`src/rtl/core/rgbhsv_pkg.sv`:
```
// Shared types, widths and divider step function for the RGB to HSV pixel pipeline.
`timescale 1ns / 1ps
`default_nettype none

package rgbhsv_pkg;

    localparam int unsigned CH_W           = 8;
    localparam int unsigned Q_W            = 8;
    localparam int unsigned REM_W          = 19;
    localparam int unsigned DEN_W          = 11;
    localparam int unsigned BITS_PER_STAGE = 2;
    localparam int unsigned DIV_STAGES     = Q_W / BITS_PER_STAGE;

    typedef struct packed {
        logic [REM_W-1:0] rem;
        logic [DEN_W-1:0] den;
        logic [Q_W-1:0]   q;
    } t_lane;

    typedef struct packed {
        t_lane           hue;
        t_lane           sat;
        logic [CH_W-1:0] brightness;
    } t_div_state;

    function automatic t_lane lane_step(input t_lane l, input int unsigned pos);
        logic [REM_W-1:0] trial;
        t_lane            r;
        r     = l;
        trial = REM_W'(l.den) << pos;
        if (l.rem >= trial) begin
            r.rem = l.rem - trial;
            r.q   = l.q | (Q_W'(1) << pos);
        end
        return r;
    endfunction

endpackage

`default_nettype wire

```
`src/rtl/core/rgbhsv_prep.sv`:
```
// Front stage: max, min, hue sector numerator and divider operands, registered.
`timescale 1ns / 1ps
`default_nettype none

module rgbhsv_prep (
    input  wire logic                          i_clk,
    input  wire logic                          i_rst_n,
    input  wire logic                          i_advance,
    input  wire logic                          i_valid,
    input  wire logic [rgbhsv_pkg::CH_W-1:0]   i_red,
    input  wire logic [rgbhsv_pkg::CH_W-1:0]   i_green,
    input  wire logic [rgbhsv_pkg::CH_W-1:0]   i_blue,
    output logic                               o_valid,
    output rgbhsv_pkg::t_div_state             o_state
);
    import rgbhsv_pkg::*;

    logic [CH_W-1:0]  w_mx;
    logic [CH_W-1:0]  w_mn;
    logic [CH_W-1:0]  w_d;
    logic [DEN_W-1:0] w_d2;
    logic [DEN_W-1:0] w_d4;
    logic [DEN_W-1:0] w_d6;
    logic [CH_W:0]    w_x;
    logic [DEN_W-1:0] w_base;
    logic [DEN_W:0]   w_sum;
    logic [DEN_W-1:0] w_n;
    t_div_state       n_state;
    t_div_state       r_state;
    logic             r_valid;

    always_comb begin
        w_mx = (i_red > i_green) ? i_red : i_green;
        w_mx = (w_mx > i_blue) ? w_mx : i_blue;
        w_mn = (i_red < i_green) ? i_red : i_green;
        w_mn = (w_mn < i_blue) ? w_mn : i_blue;
        w_d  = w_mx - w_mn;
        w_d2 = DEN_W'(w_d) << 1;
        w_d4 = DEN_W'(w_d) << 2;
        w_d6 = w_d4 + w_d2;

        if (w_mx == i_red) begin
            w_x    = {1'b0, i_green} - {1'b0, i_blue};
            w_base = w_x[CH_W] ? w_d6 : '0;
        end else if (w_mx == i_green) begin
            w_x    = {1'b0, i_blue} - {1'b0, i_red};
            w_base = w_d2;
        end else begin
            w_x    = {1'b0, i_red} - {1'b0, i_green};
            w_base = w_d4;
        end

        w_sum = {1'b0, w_base} + {{(DEN_W-CH_W){w_x[CH_W]}}, w_x};
        w_n   = w_sum[DEN_W-1:0];

        n_state.hue.rem    = (REM_W'(w_n) << CH_W) - REM_W'(w_n);
        n_state.hue.den    = (w_d == '0) ? DEN_W'(6) : w_d6;
        n_state.hue.q      = '0;
        n_state.sat.rem    = (REM_W'(w_d) << CH_W) - REM_W'(w_d);
        n_state.sat.den    = (w_mx == '0) ? DEN_W'(1) : DEN_W'(w_mx);
        n_state.sat.q      = '0;
        n_state.brightness = w_mx;
    end

    always_ff @(posedge i_clk) begin
        if (!i_rst_n) begin
            r_valid <= 1'b0;
        end else if (i_advance) begin
            r_valid <= i_valid;
        end
        if (i_advance) begin
            r_state <= n_state;
        end
    end

    assign o_valid = r_valid;
    assign o_state = r_state;

endmodule

`default_nettype wire

```
`src/rtl/core/rgbhsv_div.sv`:
```
// Pipelined restoring divider for hue and saturation, two quotient bits per stage.
`timescale 1ns / 1ps
`default_nettype none

module rgbhsv_div (
    input  wire logic                  i_clk,
    input  wire logic                  i_rst_n,
    input  wire logic                  i_advance,
    input  wire logic                  i_valid,
    input  rgbhsv_pkg::t_div_state     i_state,
    output logic                       o_valid,
    output rgbhsv_pkg::t_div_state     o_state
);
    import rgbhsv_pkg::*;

    t_div_state            r_state [DIV_STAGES];
    logic [DIV_STAGES-1:0] r_valid;

    for (genvar s = 0; s < DIV_STAGES; s++) begin : g_stage
        t_div_state w_src;
        t_div_state n_state;

        if (s == 0) begin : g_first
            assign w_src = i_state;
        end else begin : g_next
            assign w_src = r_state[s-1];
        end

        always_comb begin
            n_state = w_src;
            for (int k = 0; k < BITS_PER_STAGE; k++) begin
                n_state.hue = lane_step(n_state.hue, Q_W - 1 - s * BITS_PER_STAGE - k);
                n_state.sat = lane_step(n_state.sat, Q_W - 1 - s * BITS_PER_STAGE - k);
            end
        end

        always_ff @(posedge i_clk) begin
            if (i_advance) begin
                r_state[s] <= n_state;
            end
        end
    end

    always_ff @(posedge i_clk) begin
        if (!i_rst_n) begin
            r_valid <= '0;
        end else if (i_advance) begin
            r_valid <= {r_valid[DIV_STAGES-2:0], i_valid};
        end
    end

    assign o_valid = r_valid[DIV_STAGES-1];
    assign o_state = r_state[DIV_STAGES-1];

endmodule

`default_nettype wire

```
`src/rtl/core/rgb_to_hsv_pixel.sv`:
```
// RGB to HSV pixel converter: top level with front stage and pipelined divider.
// Stages: 1 front stage (rgbhsv_prep), then 4 divider stages (rgbhsv_div).
// Throughput: one pixel per cycle; the whole pipe holds while a result waits.
// Reset: synchronous, active low; clears all valid bits, data registers keep contents.
`timescale 1ns / 1ps
`default_nettype none

module rgb_to_hsv_pixel (
    input  wire logic                         i_clk,
    input  wire logic                         i_rst_n,
    input  wire logic                         i_valid,
    output logic                              o_ready,
    input  wire logic [rgbhsv_pkg::CH_W-1:0]  i_red,
    input  wire logic [rgbhsv_pkg::CH_W-1:0]  i_green,
    input  wire logic [rgbhsv_pkg::CH_W-1:0]  i_blue,
    output logic                              o_valid,
    input  wire logic                         i_ready,
    output logic [rgbhsv_pkg::Q_W-1:0]        o_hue,
    output logic [rgbhsv_pkg::Q_W-1:0]        o_saturation,
    output logic [rgbhsv_pkg::CH_W-1:0]       o_brightness
);
    import rgbhsv_pkg::*;

    logic       w_advance;
    logic       w_prep_valid;
    t_div_state w_prep_state;
    t_div_state w_out_state;

    assign w_advance = !o_valid || i_ready;
    assign o_ready   = w_advance;

    rgbhsv_prep u_prep (
        .i_clk     (i_clk),
        .i_rst_n   (i_rst_n),
        .i_advance (w_advance),
        .i_valid   (i_valid),
        .i_red     (i_red),
        .i_green   (i_green),
        .i_blue    (i_blue),
        .o_valid   (w_prep_valid),
        .o_state   (w_prep_state)
    );

    rgbhsv_div u_div (
        .i_clk     (i_clk),
        .i_rst_n   (i_rst_n),
        .i_advance (w_advance),
        .i_valid   (w_prep_valid),
        .i_state   (w_prep_state),
        .o_valid   (o_valid),
        .o_state   (w_out_state)
    );

    assign o_hue        = w_out_state.hue.q;
    assign o_saturation = w_out_state.sat.q;
    assign o_brightness = w_out_state.brightness;

    a_black_no_sat : assert property (@(posedge i_clk) disable iff (!i_rst_n)
        (o_valid && (o_brightness == '0)) |-> (o_saturation == '0))
        else $error("saturation nonzero for black pixel");

    a_gray_no_hue : assert property (@(posedge i_clk) disable iff (!i_rst_n)
        (o_valid && (o_saturation == '0)) |-> (o_hue == '0))
        else $error("hue nonzero for gray pixel");

    a_hue_range : assert property (@(posedge i_clk) disable iff (!i_rst_n)
        o_valid |-> (o_hue != '1))
        else $error("hue reached full scale");

    a_hold_on_stall : assert property (@(posedge i_clk) disable iff (!i_rst_n)
        (o_valid && !i_ready) |=> (o_valid && $stable(o_hue)
            && $stable(o_saturation) && $stable(o_brightness)))
        else $error("result changed while held");

endmodule

`default_nettype wire

```
`config.mk`:
```
export PLATFORM = sky130hd
export DESIGN_NAME = rgb_to_hsv_pixel
export DESIGN_NICKNAME = d
export VERILOG_FILES = /design/src/rtl/core/rgbhsv_pkg.sv /design/src/rtl/core/rgbhsv_prep.sv /design/src/rtl/core/rgbhsv_div.sv /design/src/rtl/core/rgb_to_hsv_pixel.sv
export SDC_FILE = /design/constraint.sdc
export NUM_CORES = 1
export LEC_CHECK = 0
export ABC_AREA = 1
export BUFFER_PORTS_ARGS = -buffer_cell sky130_fd_sc_hd__buf_2
export CAP_MARGIN = 10
export CORE_UTILIZATION = 30
export DETAILED_ROUTE_END_ITERATION = 8
export GPL_ROUTABILITY_DRIVEN = 0
export GPL_TIMING_DRIVEN = 1
export PLACE_DENSITY = 0.44
export SLEW_MARGIN = 20
export SYNTH_ARGS = -nofsm -noshare
export SYNTH_HDL_FRONTEND = slang
export SYNTH_SLANG_ARGS = --single-unit
```
`constraint.sdc`:
```
create_clock -name i_clk -period 8.95 [get_ports i_clk]
set_input_delay 0.895 -clock i_clk [delete_from_list [all_inputs] [get_ports i_clk]]
set_output_delay 0.895 -clock i_clk [all_outputs]
set_load 0.01 [all_outputs]
```
==> metrics.md, run 1 <==
| Metric | Value |
|---|---|
| Yosys reg bits | `307` |
| Worst r2r src | `u_prep.o_state[56]` |
| Initial DRT Pass Iterations | `5` |
| Crit path DAT | `roughly 8.6 ns` |
| Slew @ Worst Pin | `0.986 ns` |
| Clock sink count | `307` |
| Via density | `around 4.7` |
| Largest family of logic cells by synthesized area | `simple AND/OR/NAND/NOR gates` |
| Post-synthesis xor/xnor area fraction | `0.0820` |
| WHS Endpoint | `u_div.r_state[3][12]` |
| Number of global-route vias before repair | `16704` |
| Top cell by count, worst path | `nand2_1` |
| CTS Buf Count | `39` |
| Hold Crit Start | `u_div.r_state[2][12]` |
| Final Hold Fails | `0` |
| Final clock period utilization by the worst path | `0.921` |
| Synth Area in Compound Gates | `0.123` |
| Drt drc | `0` |
| Row count | `99` |
| Initial antenna violation count | `0` |
| Synth async-reset ratio | `0` |
| Worst EP required | `9.26 ns` |
| Setup crit end kind | `flip-flop` |
| Final slew viol count | `0` |
| Reg2reg setup slack | `3.21 ns` |
| Detailed Route WL | `52000 um` |
| Port-buffer cells | `53` |
| Syn Area/Cell | `around 8.9 um^2` |
| WS Path Type | `input port to flip-flop` |
| Diode count | `0` |
| Flip-flop and latch area | `9170 um^2` |
| Latest clock arrival within the worst-skew pair | `roughly 0.57 ns` |
| Hold crit path type | `flip-flop to flip-flop` |
| Final Setup Violations | `0` |
| Seq/Total Area, Yosys | `0.415` |
| Starting Density | `0.303` |
| Worst hold slack | `between 0.4 and 0.5 ns` |
| Initial drt markers | `601` |
| YS warnings | `0` |
| Netlist cell types | `71` |
| Die area | `between 70000 and 80000 um^2` |
| Average wire per standard cell | `14.6 um` |
| Status | `completed` |
| Fmax | `121 MHz` |
| Primary FF master, synth | `edfxtp_1` |
| Area Overhead vs Synth | `14.0%` |
| Max Cap Viol | `0` |
| CTS tree | `yes` |
| Slowest cell on crit path | `ha_1` |
| Die height | `around 270 um` |
| GRT Overall Usage | `0.140` |
| Worst setup SP type | `input port` |
| Nets | `2842` |
| First-pass GRT wire length | `84700 um` |
| Slowest Stage Delay on Critical Path | `0.37 ns` |
| Die Wd | `roughly 270 um` |
| Fillers | `7462` |
| Ports | `54` |
| Max Buffers Root-to-Sink | `3` |
| Syn Std Cell Area | `~22000 um^2` |
| Reg-to-Reg End | `u_div.r_state[0][82]` |
| Gr ovfl total | `0` |
| Routed Antenna Nets | `0` |
| H-tree levels | `2` |
| Largest net degree at the start of global routing | `79` |
| Net Count, Synth | `2734` |
| Via count | `16692` |
| Adder-Cell Fraction of Synth Area | `0.139` |
| Synth Area in Simple Gates | `0.173` |
| Clock slew at reported path FFs | `approximately 0.060 ns` |
| WHS Path Cells | `0` |
| Crit Path Max Fanout | `16` |
| Core Box Area | `72800 um^2` |
| Tmin final | `8.24 ns` |
| Number of flops mapped to enable cells by yosys | `302` |
| Layout cells sized above 1 | `0.0938` |
| FF-to-FF path depth | `33` |
| Clk_skew | `0.0268 ns` |
| Syn Inst Count | `2472` |
| Root Buffer | `clkbuf_16` |
| Slew margin rel. | `0.343` |
| Multi-input gate area | `11500 um^2` |
| Mux contribution to synthesized area | `0.000510` |
| HPWL after DPL | `41800 um` |
==> worst max-delay path, delay by kind of cell <==
kind | cells | cell delay, ns
simple gates | 26 | 2.87
fa+ha+maj | 6 | 1.98
compound gates | 10 | 1.56
buf+inv | 10 | 1.20
==> through the flow <==
step           TNS, ns   util  worst slack [ns]  area (um^2)  std cells
3_5_place_dp    -0.724  0.325            -0.226        23600       3489
4_1_cts              0  0.343             0.348        25000       3561
3_3_place_gp         0  0.325             0.186        23600       3489
2_1_floorplan        0      -             0.306        22100       2472
6_report             0  0.346             0.710        25200       3570
5_1_grt        -0.0339  0.346           -0.0339        25200       3570
==> cell usage after synthesis, drive strengths merged (11+ instances only) <==
library cell	n	area, um^2
nand4	27	169
or2	12	75.1
edfxtp	302	9070
nand3	105	568
nand2	474	1850
a31oi	12	75.1
buf	11	71.3
nor2	183	714
o21ai	216	1130
xor2	132	1170
clkbuf	14	53.8
ha	214	2680
fa	20	400
a211oi	12	90.1
nor3	36	185
inv	354	1330
a21oi	152	768
nor4	16	125
xnor2	72	638
o21bai	20	150
==> logic make-up (layout without fill, tap and decap cells) <==
logic type / after synthesis / after routing
simple gates: 871 / 871
compound gates: 474 / 474
buf+inv: 381 / 520
flops: 307 / 307
fa+ha+maj: 234 / 234
xor+xnor: 204 / 204
mux: 1 / 1
==> layout by cell type, fill, tap and decap left out, types with 25 or more instances in the layout <==
| cell type | netlist | routed |
|---|---|---|
| buf_4 | 2 | 38 |
| xor2_1 | 130 | 130 |
| o21ai_1 | 22 | 25 |
| clkbuf_16 | 0 | 39 |
| nor2_1 | 176 | 174 |
| xnor2_1 | 71 | 71 |
| inv_1 | 343 | 341 |
| ha_1 | 214 | 209 |
| buf_2 | 6 | 52 |
| a21oi_1 | 150 | 149 |
| nor3_1 | 35 | 35 |
| edfxtp_1 | 302 | 302 |
| nand2_1 | 453 | 453 |
| nand3_1 | 98 | 98 |
| o21ai_0 | 183 | 178 |
| nand4_1 | 27 | 27 |
==> repair_timing <==
| action | 4_1_cts | 5_1_grt |
|---|---|---|
| gates resized for setup | 0 | 21 |
| endpoints found under the hold margin | 0 | 0 |
| hold buffers | 0 | 0 |
| endpoints found under the setup margin | 0 | 8 |
| buffers inserted | 0 | 8 |
==> how the worst max path moves through the flow <==
stage | startpoint | to | slack [ns] | cells after the start
finish | i_green[6] | u_prep.o_state[83] | 0.71 | 52
global route | i_green[3] | u_prep.o_state[83] | -0.03 | 56
CTS | i_green[2] | u_prep.o_state[83] | 0.35 | 55
detailed placement | i_green[2] | u_prep.o_state[83] | -0.23 | 55
global placement | i_green[3] | u_prep.o_state[83] | 0.19 | 55
floorplan | i_green[4] | u_prep.o_state[83] | 0.31 | 53
==> area by class of cell <==
cell class | instances | share of cell area
Inverter | 356 | 0.0534
Timing Repair Buffer | 92 | 0.0224
Clock inverter | 27 | 0.0141
Multi-Input combinational cell | 1784 | 0.458
Clock buffer | 45 | 0.0397
Sequential cell | 307 | 0.364
Tap cell | 959 | 0.0477
==> flip-flops by register name, indices dropped and copies added, names as in the netlist <==
signal,flops
u_div.r_valid,4
u_prep.o_state,62
u_div.r_state,240
u_prep.o_valid,1
==> metal layers <==
| metal | GRT usage | wire (um) | up-vias | share of wire |
|---|---|---|---|---|
| li1 | - | - | 8687 | - |
| met2 | 0.251 | 25600 | 248 | 0.49 |
| met5 | 0 | 0 | - | 0 |
| met3 | 0.0182 | 1580 | 90 | 0.030 |
| met4 | 0.0431 | 1390 | 0 | 0.027 |
| met1 | 0.172 | 23500 | 7667 | 0.45 |
Power of run 1 is left out: the tool's default activity adds up to more than one toggle a clock period on the data nets, which glitch-free logic cannot reach.
==> inputs of run 2 (changes only) <==
--- a/config.mk
+++ b/config.mk
@@ -11,7 +11,7 @@
 export CORE_UTILIZATION = 30
 export DETAILED_ROUTE_END_ITERATION = 8
 export GPL_ROUTABILITY_DRIVEN = 0
-export GPL_TIMING_DRIVEN = 1
+export GPL_TIMING_DRIVEN = 0
 export PLACE_DENSITY = 0.44
 export SLEW_MARGIN = 20
 export SYNTH_ARGS = -nofsm -noshare
==> run 2 against run 1 <==
Worst hold slack is essentially flat. Critical path depth grew 4. Register-to-register slack lost 0.10 ns. First-iteration DRC count shrank 12%. Critical path type unchanged. Critical endpoint unchanged.
==> metrics.md, run 2 (same netlist as run 1, synthesis figures left out) <==
| Metric | Value |
|---|---|
| Fillers | `7400` |
| Routed Antenna Nets | `0` |
| Nets | `2852` |
| HPWL after DPL | `41700 um` |
| Final Setup Violations | `0` |
| Tmin final | `8.38 ns` |
| Initial antenna violation count | `0` |
| Die height | `273 um` |
| Drt drc | `0` |
| Worst setup SP type | `input port` |
| Final Hold Fails | `0` |
| Largest net degree at the start of global routing | `94` |
| Via density | `4.71` |
| Max Buffers Root-to-Sink | `3` |
| Gr ovfl total | `0` |
| Starting Density | `0.303` |
| Worst hold slack | `about 0.42 ns` |
| Row count | `99` |
| Final Instance Count excl. Fillers | `between 3000 and 4000` |
| Via count | `16844` |
| Final clock period utilization by the worst path | `0.937` |
| Setup crit end kind | `flip-flop` |
| Max Cap Viol | `0` |
| Crit path DAT | `8.65 ns` |
| Detailed Route WL | `approximately 52000 um` |
| Diode count | `0` |
| Number of global-route vias before repair | `approximately 17000` |
| Ports | `54` |
| Commonest non-fill, non-tap cell in the layout | `nand2_1` |
| Final setup TNS | `0 ns` |
| Clock slew at reported path FFs | `0.06 ns` |
| H-tree levels | `2` |
| Latest clock arrival within the worst-skew pair | `about 0.54 ns` |
| Die Wd | `273 um` |
| Placed instance count | `between 3000 and 4000` |
| First-pass GRT wire length | `85000 um` |
| Clock sink count | `307` |
| Placed Area | `23600 um^2` |
| Commonest non-fill, non-tap cells in the layout | `450 x nand2_1, 336 x inv_1, 302 x edfxtp_1` |
| Layout cells sized above 1 | `0.0985` |
| Worst EP required | `9.22 ns` |
| Die area | `approximately 75000 um^2` |
| CTS tree | `yes` |
| Slew margin rel. | `0.427` |
| Port-buffer cells | `53` |
| Final slew viol count | `0` |
| Hold crit path type | `flip-flop to flip-flop` |
| Clk_skew | `approximately 0.011 ns` |
| Status | `completed` |
| Post-route cell area | `25300 um^2` |
| CTS Buf Count | `40` |
| Crit Path Max Fanout | `10` |
| Core Box Area | `72800 um^2` |
| Biggest register | `u_div.r_state` |
| Slew @ Worst Pin | `0.852 ns` |
| Average wire per standard cell | `14.6 um` |
| Root Buffer | `clkbuf_16` |
| Slowest Stage Delay on Critical Path | `0.60 ns` |
| Area Overhead vs Synth | `14.8%` |
| Initial DRT Pass Iterations | `5` |
| GRT Overall Usage | `0.140` |
| Fmax | `approximately 120 MHz` |
| Max reg flops | `240` |
| Initial drt markers | `about 530` |
| CTS hold repair buffers | `0` |
| Slowest cell on crit path | `fa_1` |
| WS Path Type | `input port to flip-flop` |
## run 2: cell types whose count changed in the layout (fill, tap and decap cells not counted), sizes merged
cell / before / now
buf: 90 / 83
bufinv: 7 / 5
clkbuf: 46 / 62
clkdlybuf4s15: 1 / 0
clkinv: 17 / 18
clkinvlp: 3 / 2
inv: 356 / 358
## run 2: cell type report
| type | instances | area, um^2 | area share |
|---|---|---|---|
| well taps | 959 | 1200 | 0.0474 |
| flip-flops and latches | 307 | 9170 | 0.362 |
| clock buffers | 44 | 1040 | 0.0410 |
| multi-input cells | 1784 | 11700 | 0.460 |
| inverters | 356 | 1350 | 0.0532 |
| clock inverters | 27 | 274 | 0.0108 |
| plain buffers | 25 | 140 | 0.00553 |
| repair buffers | 76 | 505 | 0.0200 |
## run 2: metrics by stage
step	util	setup WS, ns
floorplan	-	0.306
global placement	0.323	-2.37
CTS	0.343	0.0127
finish	0.348	0.567
global route	0.348	-0.00711
detailed placement	0.324	-1.38
## run 2: worst paths after layout
check | from | end | slack (ns) | cells past startpoint
min | u_div.r_state[2][4] | u_div.r_state[3][4] | 0.42 | 0
min reg2reg | u_div.r_state[2][4] | u_div.r_state[3][4] | 0.42 | 0
max | i_green[3] | u_prep.o_state[83] | 0.57 | 56
max reg2reg | u_div.r_state[0][56] | u_div.r_state[1][70] | 3.11 | 34
## run 2: worst max-delay path: cells and delay by family
family | cells | cell delay [ns]
adders and majority gates | 8 | 2.60
buffers and inverters | 13 | 1.17
AOI/OAI and AO/OA | 13 | 1.89
and+or+nand+nor | 22 | 2.11
## run 2: routing by layer
metal | vias up | GRT usage | part of all wire
met5 | - | 0 | 0
met4 | 0 | 0.0482 | 0.030
li1 | 8713 | - | -
met2 | 217 | 0.253 | 0.49
met1 | 7813 | 0.168 | 0.45
met3 | 101 | 0.0197 | 0.028
## run 2: what timing repair did
item | in CTS | in global routing
setup endpoints to repair | 8 | 8
setup buffers | 2 | 17
gates cloned | 0 | 1
pin swaps | 2 | 16
resized for setup | 11 | 49
Power of run 2 is left out for the same reason.
